### src/sv/tali_pkg.sv
// ----------------------------------------------------------------------------
// tali_pkg
// Shared widths, constants and types of the three-axis line step interpolator.
// ----------------------------------------------------------------------------
package tali_pkg;

	localparam int POS_WIDTH  = 20;
	localparam int FRAC_BITS  = 8;
	localparam int CNT_WIDTH  = 24;
	localparam int SPM_WIDTH  = 12;
	localparam int DIFF_WIDTH = POS_WIDTH + 1;
	localparam int PROD_WIDTH = DIFF_WIDTH + SPM_WIDTH;

	localparam logic [SPM_WIDTH-1:0] SPM_RESET = SPM_WIDTH'(100);
	localparam logic [CNT_WIDTH-1:0] CNT_MAX   = {CNT_WIDTH{1'b1}};

	typedef enum logic {
		OP_MOVE = 1'b0,
		OP_TICK = 1'b1
	} op_t;

	// per-transaction strobes from the controller to each axis
	typedef struct packed {
		logic load;
		logic tick;
	} axis_ctl_t;

endpackage

### src/sv/tali_axis.sv
// ----------------------------------------------------------------------------
// tali_axis
// One axis: step count of a new move, direction, position and DDA accumulator.
// ----------------------------------------------------------------------------
module tali_axis (
	input  logic                           clk,
	input  logic                           arst_n,
	input  tali_pkg::axis_ctl_t            ctl,
	input  logic [tali_pkg::POS_WIDTH-1:0] target,
	input  logic [tali_pkg::SPM_WIDTH-1:0] scale,
	input  logic [tali_pkg::CNT_WIDTH-1:0] major_count,
	output logic [tali_pkg::CNT_WIDTH-1:0] count_new,
	output logic                           dir_next,
	output logic                           step_hit
);
	import tali_pkg::*;

	logic [POS_WIDTH-1:0]  position_q;
	logic [CNT_WIDTH-1:0]  count_q;
	logic [CNT_WIDTH-1:0]  accum_q;
	logic                  dir_q;

	logic signed [DIFF_WIDTH-1:0] diff;
	logic [DIFF_WIDTH-1:0]        mag;
	logic [PROD_WIDTH-1:0]        prod;
	logic [PROD_WIDTH-1:0]        scaled;
	logic                         neg;
	logic                         dir_new;
	logic [CNT_WIDTH:0]           sum;
	logic [CNT_WIDTH-1:0]         accum_next;

	always_comb begin
		diff = $signed({target[POS_WIDTH-1], target})
			- $signed({position_q[POS_WIDTH-1], position_q});
		neg  = diff[DIFF_WIDTH-1];
		mag  = neg ? DIFF_WIDTH'(-diff) : DIFF_WIDTH'(diff);
		prod = PROD_WIDTH'(mag) * PROD_WIDTH'(scale);
		scaled = prod >> FRAC_BITS;
		if (scaled > PROD_WIDTH'(CNT_MAX)) begin
			count_new = CNT_MAX;
		end else begin
			count_new = scaled[CNT_WIDTH-1:0];
		end
		// a delta truncated to zero counts as positive
		dir_new  = !(neg && (count_new != '0));
		dir_next = ctl.load ? dir_new : dir_q;

		sum      = {1'b0, accum_q} + {1'b0, count_q};
		step_hit = sum >= {1'b0, major_count};
		accum_next = step_hit ? CNT_WIDTH'(sum - {1'b0, major_count})
			: sum[CNT_WIDTH-1:0];
	end

	always_ff @(posedge clk or negedge arst_n) begin
		if (!arst_n) begin
			position_q <= '0;
			count_q    <= '0;
			accum_q    <= '0;
			dir_q      <= 1'b1;
		end else if (ctl.load) begin
			position_q <= target;
			count_q    <= count_new;
			accum_q    <= '0;
			dir_q      <= dir_new;
		end else if (ctl.tick) begin
			accum_q <= accum_next;
		end
	end

endmodule

### src/sv/three_axis_line_step_interpolator.sv
// ----------------------------------------------------------------------------
// three_axis_line_step_interpolator
// Three-axis linear move interpolator driving step and direction outputs.
// ----------------------------------------------------------------------------
// Usage:
//   The input channel (in_valid/in_ready) carries op, target_x, target_y and
//   target_z. op = move loads a new target, op = tick advances the move by one
//   step period. Every input transaction yields exactly one result on the
//   output channel (out_valid/out_ready): step pulses, directions, busy_res,
//   move_done and rejected. A move sent while busy is rejected.
//   The steps-per-mm scale is written as cfg_data over the cfg_valid/cfg_ready
//   channel, which is always ready; write it only while no move or tick is in
//   flight.
// Pipeline and throughput:
//   an accepted transaction is held in the input register until the output
//   register is free or being taken, then processed, and its result is
//   registered on the output channel. With out_ready high, one transaction
//   per cycle is sustained; the path per cycle is one 21 x 12 multiply per
//   axis on a move, or one add, compare and subtract per axis on a tick.
// Reset and stalls:
//   arst_n clears all positions, counts and accumulators, sets the
//   directions positive and the scale to 100 steps per mm. When out_ready is
//   low the result holds, the input register fills and in_ready then drops.
// ----------------------------------------------------------------------------
module three_axis_line_step_interpolator (
	input  logic                           clk,
	input  logic                           arst_n,
	input  logic                           cfg_valid,
	output logic                           cfg_ready,
	input  logic [tali_pkg::SPM_WIDTH-1:0] cfg_data,
	input  logic                           in_valid,
	output logic                           in_ready,
	input  logic                           op,
	input  logic [tali_pkg::POS_WIDTH-1:0] target_x,
	input  logic [tali_pkg::POS_WIDTH-1:0] target_y,
	input  logic [tali_pkg::POS_WIDTH-1:0] target_z,
	output logic                           out_valid,
	input  logic                           out_ready,
	output logic                           step_x,
	output logic                           step_y,
	output logic                           step_z,
	output logic                           dir_x,
	output logic                           dir_y,
	output logic                           dir_z,
	output logic                           busy_res,
	output logic                           move_done,
	output logic                           rejected
);
	import tali_pkg::*;

	logic [SPM_WIDTH-1:0] spm_q;

	logic                 valid_s1;
	op_t                  op_s1;
	logic [POS_WIDTH-1:0] tgt_x_s1;
	logic [POS_WIDTH-1:0] tgt_y_s1;
	logic [POS_WIDTH-1:0] tgt_z_s1;

	logic [CNT_WIDTH-1:0] major_q;
	logic [CNT_WIDTH-1:0] ticks_left_q;
	logic                 moving_q;

	logic                 advance;
	axis_ctl_t            ctl;
	logic [CNT_WIDTH-1:0] cnt_x, cnt_y, cnt_z;
	logic [CNT_WIDTH-1:0] max_xy, max_xyz;
	logic                 dnx, dny, dnz;
	logic                 hit_x, hit_y, hit_z;
	logic                 moving_next;
	logic                 done_next;
	logic                 rej_next;

	assign cfg_ready = 1'b1;

	always_ff @(posedge clk or negedge arst_n) begin
		if (!arst_n) begin
			spm_q <= SPM_RESET;
		end else if (cfg_valid) begin
			spm_q <= cfg_data;
		end
	end

	assign advance  = valid_s1 && (!out_valid || out_ready);
	assign in_ready = !valid_s1 || advance;

	always_ff @(posedge clk or negedge arst_n) begin
		if (!arst_n) begin
			valid_s1 <= 1'b0;
		end else if (in_ready) begin
			valid_s1 <= in_valid;
		end
	end

	always_ff @(posedge clk) begin
		if (in_ready && in_valid) begin
			op_s1    <= op_t'(op);
			tgt_x_s1 <= target_x;
			tgt_y_s1 <= target_y;
			tgt_z_s1 <= target_z;
		end
	end

	always_comb begin
		ctl.load = advance && (op_s1 == OP_MOVE) && !moving_q;
		ctl.tick = advance && (op_s1 == OP_TICK) && moving_q;
	end

	tali_axis u_axis_x (
		.clk(clk), .arst_n(arst_n), .ctl(ctl), .target(tgt_x_s1),
		.scale(spm_q), .major_count(major_q),
		.count_new(cnt_x), .dir_next(dnx), .step_hit(hit_x)
	);

	tali_axis u_axis_y (
		.clk(clk), .arst_n(arst_n), .ctl(ctl), .target(tgt_y_s1),
		.scale(spm_q), .major_count(major_q),
		.count_new(cnt_y), .dir_next(dny), .step_hit(hit_y)
	);

	tali_axis u_axis_z (
		.clk(clk), .arst_n(arst_n), .ctl(ctl), .target(tgt_z_s1),
		.scale(spm_q), .major_count(major_q),
		.count_new(cnt_z), .dir_next(dnz), .step_hit(hit_z)
	);

	always_comb begin
		max_xy  = (cnt_y > cnt_x) ? cnt_y : cnt_x;
		max_xyz = (cnt_z > max_xy) ? cnt_z : max_xy;
		rej_next = (op_s1 == OP_MOVE) && moving_q;
		priority if (ctl.load) begin
			moving_next = max_xyz != '0;
			done_next   = max_xyz == '0;
		end else if (ctl.tick) begin
			// last tick of the move when one tick remains
			moving_next = ticks_left_q != CNT_WIDTH'(1);
			done_next   = ticks_left_q == CNT_WIDTH'(1);
		end else begin
			moving_next = moving_q;
			done_next   = 1'b0;
		end
	end

	always_ff @(posedge clk or negedge arst_n) begin
		if (!arst_n) begin
			major_q      <= '0;
			ticks_left_q <= '0;
			moving_q     <= 1'b0;
		end else if (ctl.load) begin
			major_q      <= max_xyz;
			ticks_left_q <= max_xyz;
			moving_q     <= moving_next;
		end else if (ctl.tick) begin
			ticks_left_q <= ticks_left_q - CNT_WIDTH'(1);
			moving_q     <= moving_next;
		end
	end

	always_ff @(posedge clk or negedge arst_n) begin
		if (!arst_n) begin
			out_valid <= 1'b0;
		end else if (advance) begin
			out_valid <= 1'b1;
		end else if (out_ready) begin
			out_valid <= 1'b0;
		end
	end

	always_ff @(posedge clk) begin
		if (advance) begin
			step_x    <= ctl.tick && hit_x;
			step_y    <= ctl.tick && hit_y;
			step_z    <= ctl.tick && hit_z;
			dir_x     <= dnx;
			dir_y     <= dny;
			dir_z     <= dnz;
			busy_res  <= moving_next;
			move_done <= done_next;
			rejected  <= rej_next;
		end
	end

`ifndef SYNTHESIS
	// a move is in progress exactly while ticks remain
	assert property (@(posedge clk) disable iff (!arst_n)
		moving_q == (ticks_left_q != '0))
	else $error("moving flag disagrees with remaining tick count");

	assert property (@(posedge clk) disable iff (!arst_n)
		out_valid |-> !(move_done && busy_res))
	else $error("result reports done and busy at once");

	assert property (@(posedge clk) disable iff (!arst_n)
		out_valid && rejected |-> busy_res && !step_x && !step_y && !step_z && !move_done)
	else $error("rejected move produced steps or ended the move");

	// a result that is not taken must not be overwritten
	assert property (@(posedge clk) disable iff (!arst_n)
		out_valid && !out_ready |-> !advance)
	else $error("pending result overwritten");
`endif

endmodule

### config.mk
export PLATFORM = sky130hd
export DESIGN_NAME = three_axis_line_step_interpolator
export DESIGN_NICKNAME = d
export VERILOG_FILES = /design/src/sv/tali_pkg.sv /design/src/sv/tali_axis.sv /design/src/sv/three_axis_line_step_interpolator.sv
export SDC_FILE = /design/constraint.sdc
export NUM_CORES = 2
export LEC_CHECK = 0
export ABC_AREA = 1
export BUFFER_PORTS_ARGS = -buffer_cell sky130_fd_sc_hd__clkbuf_2
export CAP_MARGIN = 20
export CORE_ASPECT_RATIO = 0.7
export CORE_UTILIZATION = 57
export DETAILED_ROUTE_END_ITERATION = 10
export HOLD_SLACK_MARGIN = 0.08
export PLACE_DENSITY = 0.73
export REMOVE_ABC_BUFFERS = 1
export SYNTH_ARGS = -nofsm -noshare
export SYNTH_HDL_FRONTEND = slang
export SYNTH_HIERARCHICAL = 1
export SYNTH_SLANG_ARGS = --single-unit
### constraint.sdc
create_clock -name clk -period 32.3 [get_ports clk]
set_input_delay 1.615 -clock clk [delete_from_list [all_inputs] [get_ports clk]]
set_output_delay 1.615 -clock clk [all_outputs]
set_load 0.02 [all_outputs]
After elaboration in Yosys (flattened, before gate mapping)
Index checks and enable logic that the tools add are counted.
W data, S select, Z words.

storage, ports and cells
  register bits after elaboration = 340
  bits in latches = 0
  bits in writable memories = 0
  bits in read-only memories = 0
  input port bits = 78
  word-level logic and storage cells = 116
  memories = 0

cells by class
  add/subtract/negate cells = 13
  multipliers = 3
  divide/modulo/power cells = 0
  magnitude comparators = 8
  equal/unequal tests = 2
  shift operators = 0
  multiplexer cells = 30
  bitwise logic cells = 1
  reductions and logical operators = 28

operators with widths
  operator                 count
  $mux W24                 16
  $mul A21 B12 Y33         3
  $reduce_bool A24 Y1      4
  $add A24 B24 Y25         3
  $ge A25 B24 Y1           3
  $gt A25 B24 Y1 const B   3
  $sub A24 B24 Y24         3
  $mux W21                 3
  $neg A21 Y21             3
  $sub A20 B20 Y21         3
  $gt A24 B24 Y1           2
  $eq A24 B1 Y1 const B    1
  $logic_not A24 Y1        1
  $ne A24 B1 Y1 const B    1
  $sub A24 B1 Y24 const B  1
  $logic_and A1 B1 Y1      13
  $mux W1                  11
  $logic_not A1 Y1         6
  $reduce_bool A2 Y1       2
  $logic_or A1 B1 Y1       2
  $not A1 Y1               1

Logic depth before layout (Yosys ltp)
  word-level depth = 14
  depth in mapped cells = 80
  mapped depth without buffers = 77

Cells and area by module
The synthesis kept the hierarchy.

by module, submodules not included
  module                             instances  cells an instance  area an instance (um^2)
  tali_axis at u_axis_y              1          2045               14726.6
  tali_axis at u_axis_x              1          2035               14687.8
  tali_axis at u_axis_z              1          1999               14660.3
  three_axis_line_step_interpolator  1          830                7332.0

Worst setup path after synthesis
No wires, ideal clock.

  path kind = reg2reg
  from = register u_axis_x.position_q[0]
  to = register busy_res, data pin
  setup time = 253 ps
  data arrival time = 10263 ps
  setup slack = 21784 ps
  stages on the path, launching flop included = 67
  clock period less this slack = 10516 ps
  cell sequence = dfrtp_1 -> ha_1 -> fa_1 -> ha_1 -> inv_1 -> nor3_2 -> nand2_1 -> nor2_1 -> nand3_1 -> nand3b_1 -> nor2_1 -> nand3_1 -> nor2_1 -> nand2_1 -> o21ai_1 -> or2_2 -> nand2_2 -> inv_1 -> [31 not listed] -> nand2_1 -> ha_1 -> nand3_1 -> nand3b_1 -> nor3_2 -> nand2_1 -> nand3_1 -> nand2_2 -> buf_6 -> buf_4 -> nand3_1 -> nand2_1 -> nor2_1 -> nand2_1 -> nor2_2 -> nand3_1 -> nand2_1 -> nand2_1

between the ends
  word-level cells in the longest chain between the ends = 12

ends and longest elaborated chain
  what                      RTL line                                  source
  start: declaration        tali_axis.sv:18                           logic [POS_WIDTH-1:0] position_q;
  start signal: assignment  tali_axis.sv:61                           position_q <= target;
  $sub A20 B20 Y21 *        tali_axis.sv:34                           - $signed({position_q[POS_WIDTH-1], position_q});
  $neg A21 Y21              tali_axis.sv:36                           mag = neg ? DIFF_WIDTH'(-diff) : DIFF_WIDTH'(diff);
  $mux W21 *                tali_axis.sv:36
  $mul A21 B12 Y33 *        tali_axis.sv:37                           prod = PROD_WIDTH'(mag) * PROD_WIDTH'(scale);
  $gt A25 B24 Y1            tali_axis.sv:39                           if (scaled > PROD_WIDTH'(CNT_MAX)) begin
  $mux W24 *                tali_axis.sv:39
  named net cnt_x[13]       three_axis_line_step_interpolator.sv:65   logic [CNT_WIDTH-1:0] cnt_x, cnt_y, cnt_z;
  $gt A24 B24 Y1            three_axis_line_step_interpolator.sv:127  max_xy = (cnt_y > cnt_x) ? cnt_y : cnt_x;
  $mux W24 *                three_axis_line_step_interpolator.sv:127
  $gt A24 B24 Y1            three_axis_line_step_interpolator.sv:128  max_xyz = (cnt_z > max_xy) ? cnt_z : max_xy;
  $mux W24 *                three_axis_line_step_interpolator.sv:128
  $reduce_bool A24 Y1 *     three_axis_line_step_interpolator.sv:131  moving_next = max_xyz != '0;
  $mux W1 *                 three_axis_line_step_interpolator.sv:130  priority if (ctl.load) begin
  named net moving_next     three_axis_line_step_interpolator.sv:69   logic moving_next;
  end signal: assignment    three_axis_line_step_interpolator.sv:176  busy_res <= moving_next;
  end: declaration          three_axis_line_step_interpolator.sv:45   output logic busy_res,

The timed path passes the listed nets; every way through them passes the cells marked *.
A chain may end at the register's enable or synchronous reset.

Worst setup path in the final report
  from = register tgt_y_s1[0]
  to = register busy_res, data pin

between the ends
  word-level cells in the longest chain between the ends = 12

ends and longest elaborated chain
  what                      RTL line                                  source
  start: declaration        three_axis_line_step_interpolator.sv:56   logic [POS_WIDTH-1:0] tgt_y_s1;
  start signal: assignment  three_axis_line_step_interpolator.sv:98   tgt_y_s1 <= target_y;
  $sub A20 B20 Y21 *        tali_axis.sv:34
  $neg A21 Y21              tali_axis.sv:36
  $mux W21 *                tali_axis.sv:36
  $mul A21 B12 Y33 *        tali_axis.sv:37
  $gt A25 B24 Y1            tali_axis.sv:39
  $mux W24 *                tali_axis.sv:39
  named net cnt_y[19]       three_axis_line_step_interpolator.sv:65
  $gt A24 B24 Y1            three_axis_line_step_interpolator.sv:127
  $mux W24 *                three_axis_line_step_interpolator.sv:127
  $gt A24 B24 Y1            three_axis_line_step_interpolator.sv:128
  $mux W24 *                three_axis_line_step_interpolator.sv:128
  $reduce_bool A24 Y1 *     three_axis_line_step_interpolator.sv:131
  $mux W1 *                 three_axis_line_step_interpolator.sv:130
  named net moving_next     three_axis_line_step_interpolator.sv:69

Marked as above.

==> metrics <==
status=complete, no violations; full die area=91410 sq um; yosys warns=6; MaxCap Viol Count=0; clock buffer depth=3; WL per Instance=18.44 microns; Post-synth EDFFs=70; DRT Wirelength=~150 mm; FP Rows=between 90 and 100; vias in the first global route=44290; DP HPWL=120.2 mm; Worst path most repeated cell=nand2_1; Routed Antenna Nets=0; CTS sink cnt=340; CP max stage delay=780 ps; initial antenna violation count=2; later-pin clock latency in the skew report=between 600 and 700 ps; setup TNS=0 ps; initial drt markers=4592; FFs w/ async S/R, synth=0.7941; first-pass GRT wire length=~240 mm; via count=45090; Post-Syn Area=51410 sq um; Worst Clk Skew=around 23 ps; most common cell after layout, fill and taps aside=nand2_1; final period utilization=0.4344; Seq/Total Area, Yosys=0.1725; gr busiest metal=met1; Synth Instances=6909; CP required=~33000 ps; Worst Tran Pin Value=1057 ps; post-layout min period=14030 ps; share of cells above drive strength 1=0.05984; fmax=71.27 MHz; Worst Path Arrival=14390 ps; P&R area growth vs syn=5.282%; setup repair bufs after CTS=0; Post-layout nets=8017; depth of the CTS H-tree=2; area share of the largest cell type after synthesis=0.2243; CTS root buf=clkbuf_16; Top FF cell, synth=dfrtp_1; synth unique cells=76; WHS Path Cells=2; worst min path class=reg -> reg; Die X=about 360 microns; FF-to-FF path depth=between 60 and 70; most frequent cells in the layout=nand2_1, inv_1, nor2_1; post-synth top area cell=fa_1; fill cell count=between 8000 and 9000; met2 global-route usage=0.4977; Final Max Slew Viols=0; Clk pin slew, worst setup/hold paths=70 ps; crit-path max FO=47; Critical Setup Path Class=reg -> reg; largest net degree at the start of global routing=115; worst slack, placed=18600 ps; utilization after layout=0.6102; CTS tree=yes; Residual DRC=0; RSZ-0062 raised after global routing=no; Startpoint Class=flip-flop; GRT Overall Usage=0.3339; Synth area leaders=fa_1, nand2_1, dfrtp_1; syn_area_per_cell=~7.4 sq um; CTS Buf Count=40; Worst slew margin=0.2954; Initial Utilization=0.5796; Die Span Y=253.3 microns; Post-CTS Hold Fix Bufs=0; Vias/cell=approximately 5.6; Fin. Hold Viols=0; CP max stage cell=xor2_1; PnR worst setup slack=between 15000 and 20000 ps; GP Congestion=a little over 1; met3 Usage GRT=0.05887; met1 Use GR=0.5052; io pins=90; post-cts repair resize count=0; total core area=88700 sq um; Seq cells post-synth=340; Buffers on Ports=88; Crit. End Element=flip-flop; Final setup violation count=0; grt ovf=0; First-pass DRT Iterations=6
## state kept, by name, summed over array words and instances, names as in the netlist, 12 cells and up
signal	cells
u_axis_y/position_q	20
tgt_z_s1	20
major_q	24
tgt_y_s1	20
u_axis_z/accum_q	24
u_axis_x/accum_q	24
u_axis_z/position_q	20
u_axis_x/position_q	20
spm_q	12
u_axis_y/count_q	24
u_axis_x/count_q	24
u_axis_z/count_q	24
u_axis_y/accum_q	24
tgt_x_s1	20
ticks_left_q	24
## worst max-delay path, delay by kind of cell, from the launching register on
| family | cells | cell delay [ps] |
|---|---|---|
| and+or+nand+nor | 39 | 5890 |
| adders and majority gates | 10 | 4320 |
| xor gates and xnor gates | 1 | 780 |
| DFF | 1 | 320 |
| AOI/OAI and AO/OA | 5 | 790 |
| buffers and inverters | 10 | 1660 |
## layer usage
layer | part of all wire | wire length, microns
met2 | 0.42 | 62770
met1 | 0.47 | 70470
met5 | 0 | 0
met3 | 0.090 | 13390
met4 | 0.018 | 2698
## final cells by class
type / count / area, sq um / share of cell area
tap: 1162 / 1454 / 0.02686
timing repair buffer: 120 / 710.7 / 0.01313
multi-input combinational: 5083 / 36790 / 0.6797
sequential: 340 / 8871 / 0.1639
clock inverter: 20 / 197.7 / 0.003653
clock buffer: 52 / 1137 / 0.02101
inverter: 1320 / 4962 / 0.09169
antenna: 1 / 2.502 / 0.00004624
## Yosys cell counts (9+ instances only)
cell type and count:
a21boi_0 12, a21boi_2 9, a21o_1 14, a21oi_1 315, a31oi_1 62, a31oi_2 9
buf_2 15, buf_6 18, clkbuf_1 120, clkinv_1 27, dfrtp_1 264, edfxtp_1 70
fa_1 576, ha_1 458, inv_1 1271, inv_2 19, mux2_2 12, nand2_1 1764
nand2_2 47, nand3_1 271, nand3_2 21, nand3b_1 38, nand4_1 44, nor2_1 638
nor2_2 13, nor3_1 59, nor3_2 9, nor4_1 14, o211ai_1 18, o21a_1 10
o21ai_0 238, o21ai_1 53, o21ai_2 13, o21bai_1 13, or2_1 13, or2_2 19
xnor2_1 88, xor2_1 147
## final timing paths
kind                                      startpoint                       to  slack (ps)
worst max register to register           tgt_y_s1[0]                 busy_res       18270
worst min-delay path            u_axis_y/accum_q[19]     u_axis_y/accum_q[19]         480
worst max-delay path                     tgt_y_s1[0]                 busy_res       18270
min in group asynchronous                     arst_n  u_axis_x/position_q[15]         960
max in group asynchronous                     arst_n           u_axis_y/dir_q       28590
worst min register to register  u_axis_y/accum_q[19]     u_axis_y/accum_q[19]         480
## kinds of logic after synthesis
group	synth area share
AO/OA/AOI/OAI	0.09061
XOR/XNOR	0.04437
adder cells (fa/ha/maj)	0.3358
buffers and inverters	0.1121
flip-flops	0.1725
multiplexers	0.002629
other	0.00007295
AND/OR/NAND/NOR	0.2420
## through the flow
stage,hold slack [ps],cells,cell area (sq um)
finish,481.3,8098,54120
global route,497.7,8097,54120
CTS,487.3,8096,54090
detailed placement,471.2,8024,52760
global placement,466.7,8024,52760
floorplan,453.1,6743,50610
Power is not shown: default switching activity piles up to over one toggle a cycle in this logic, so the estimate is an artifact.
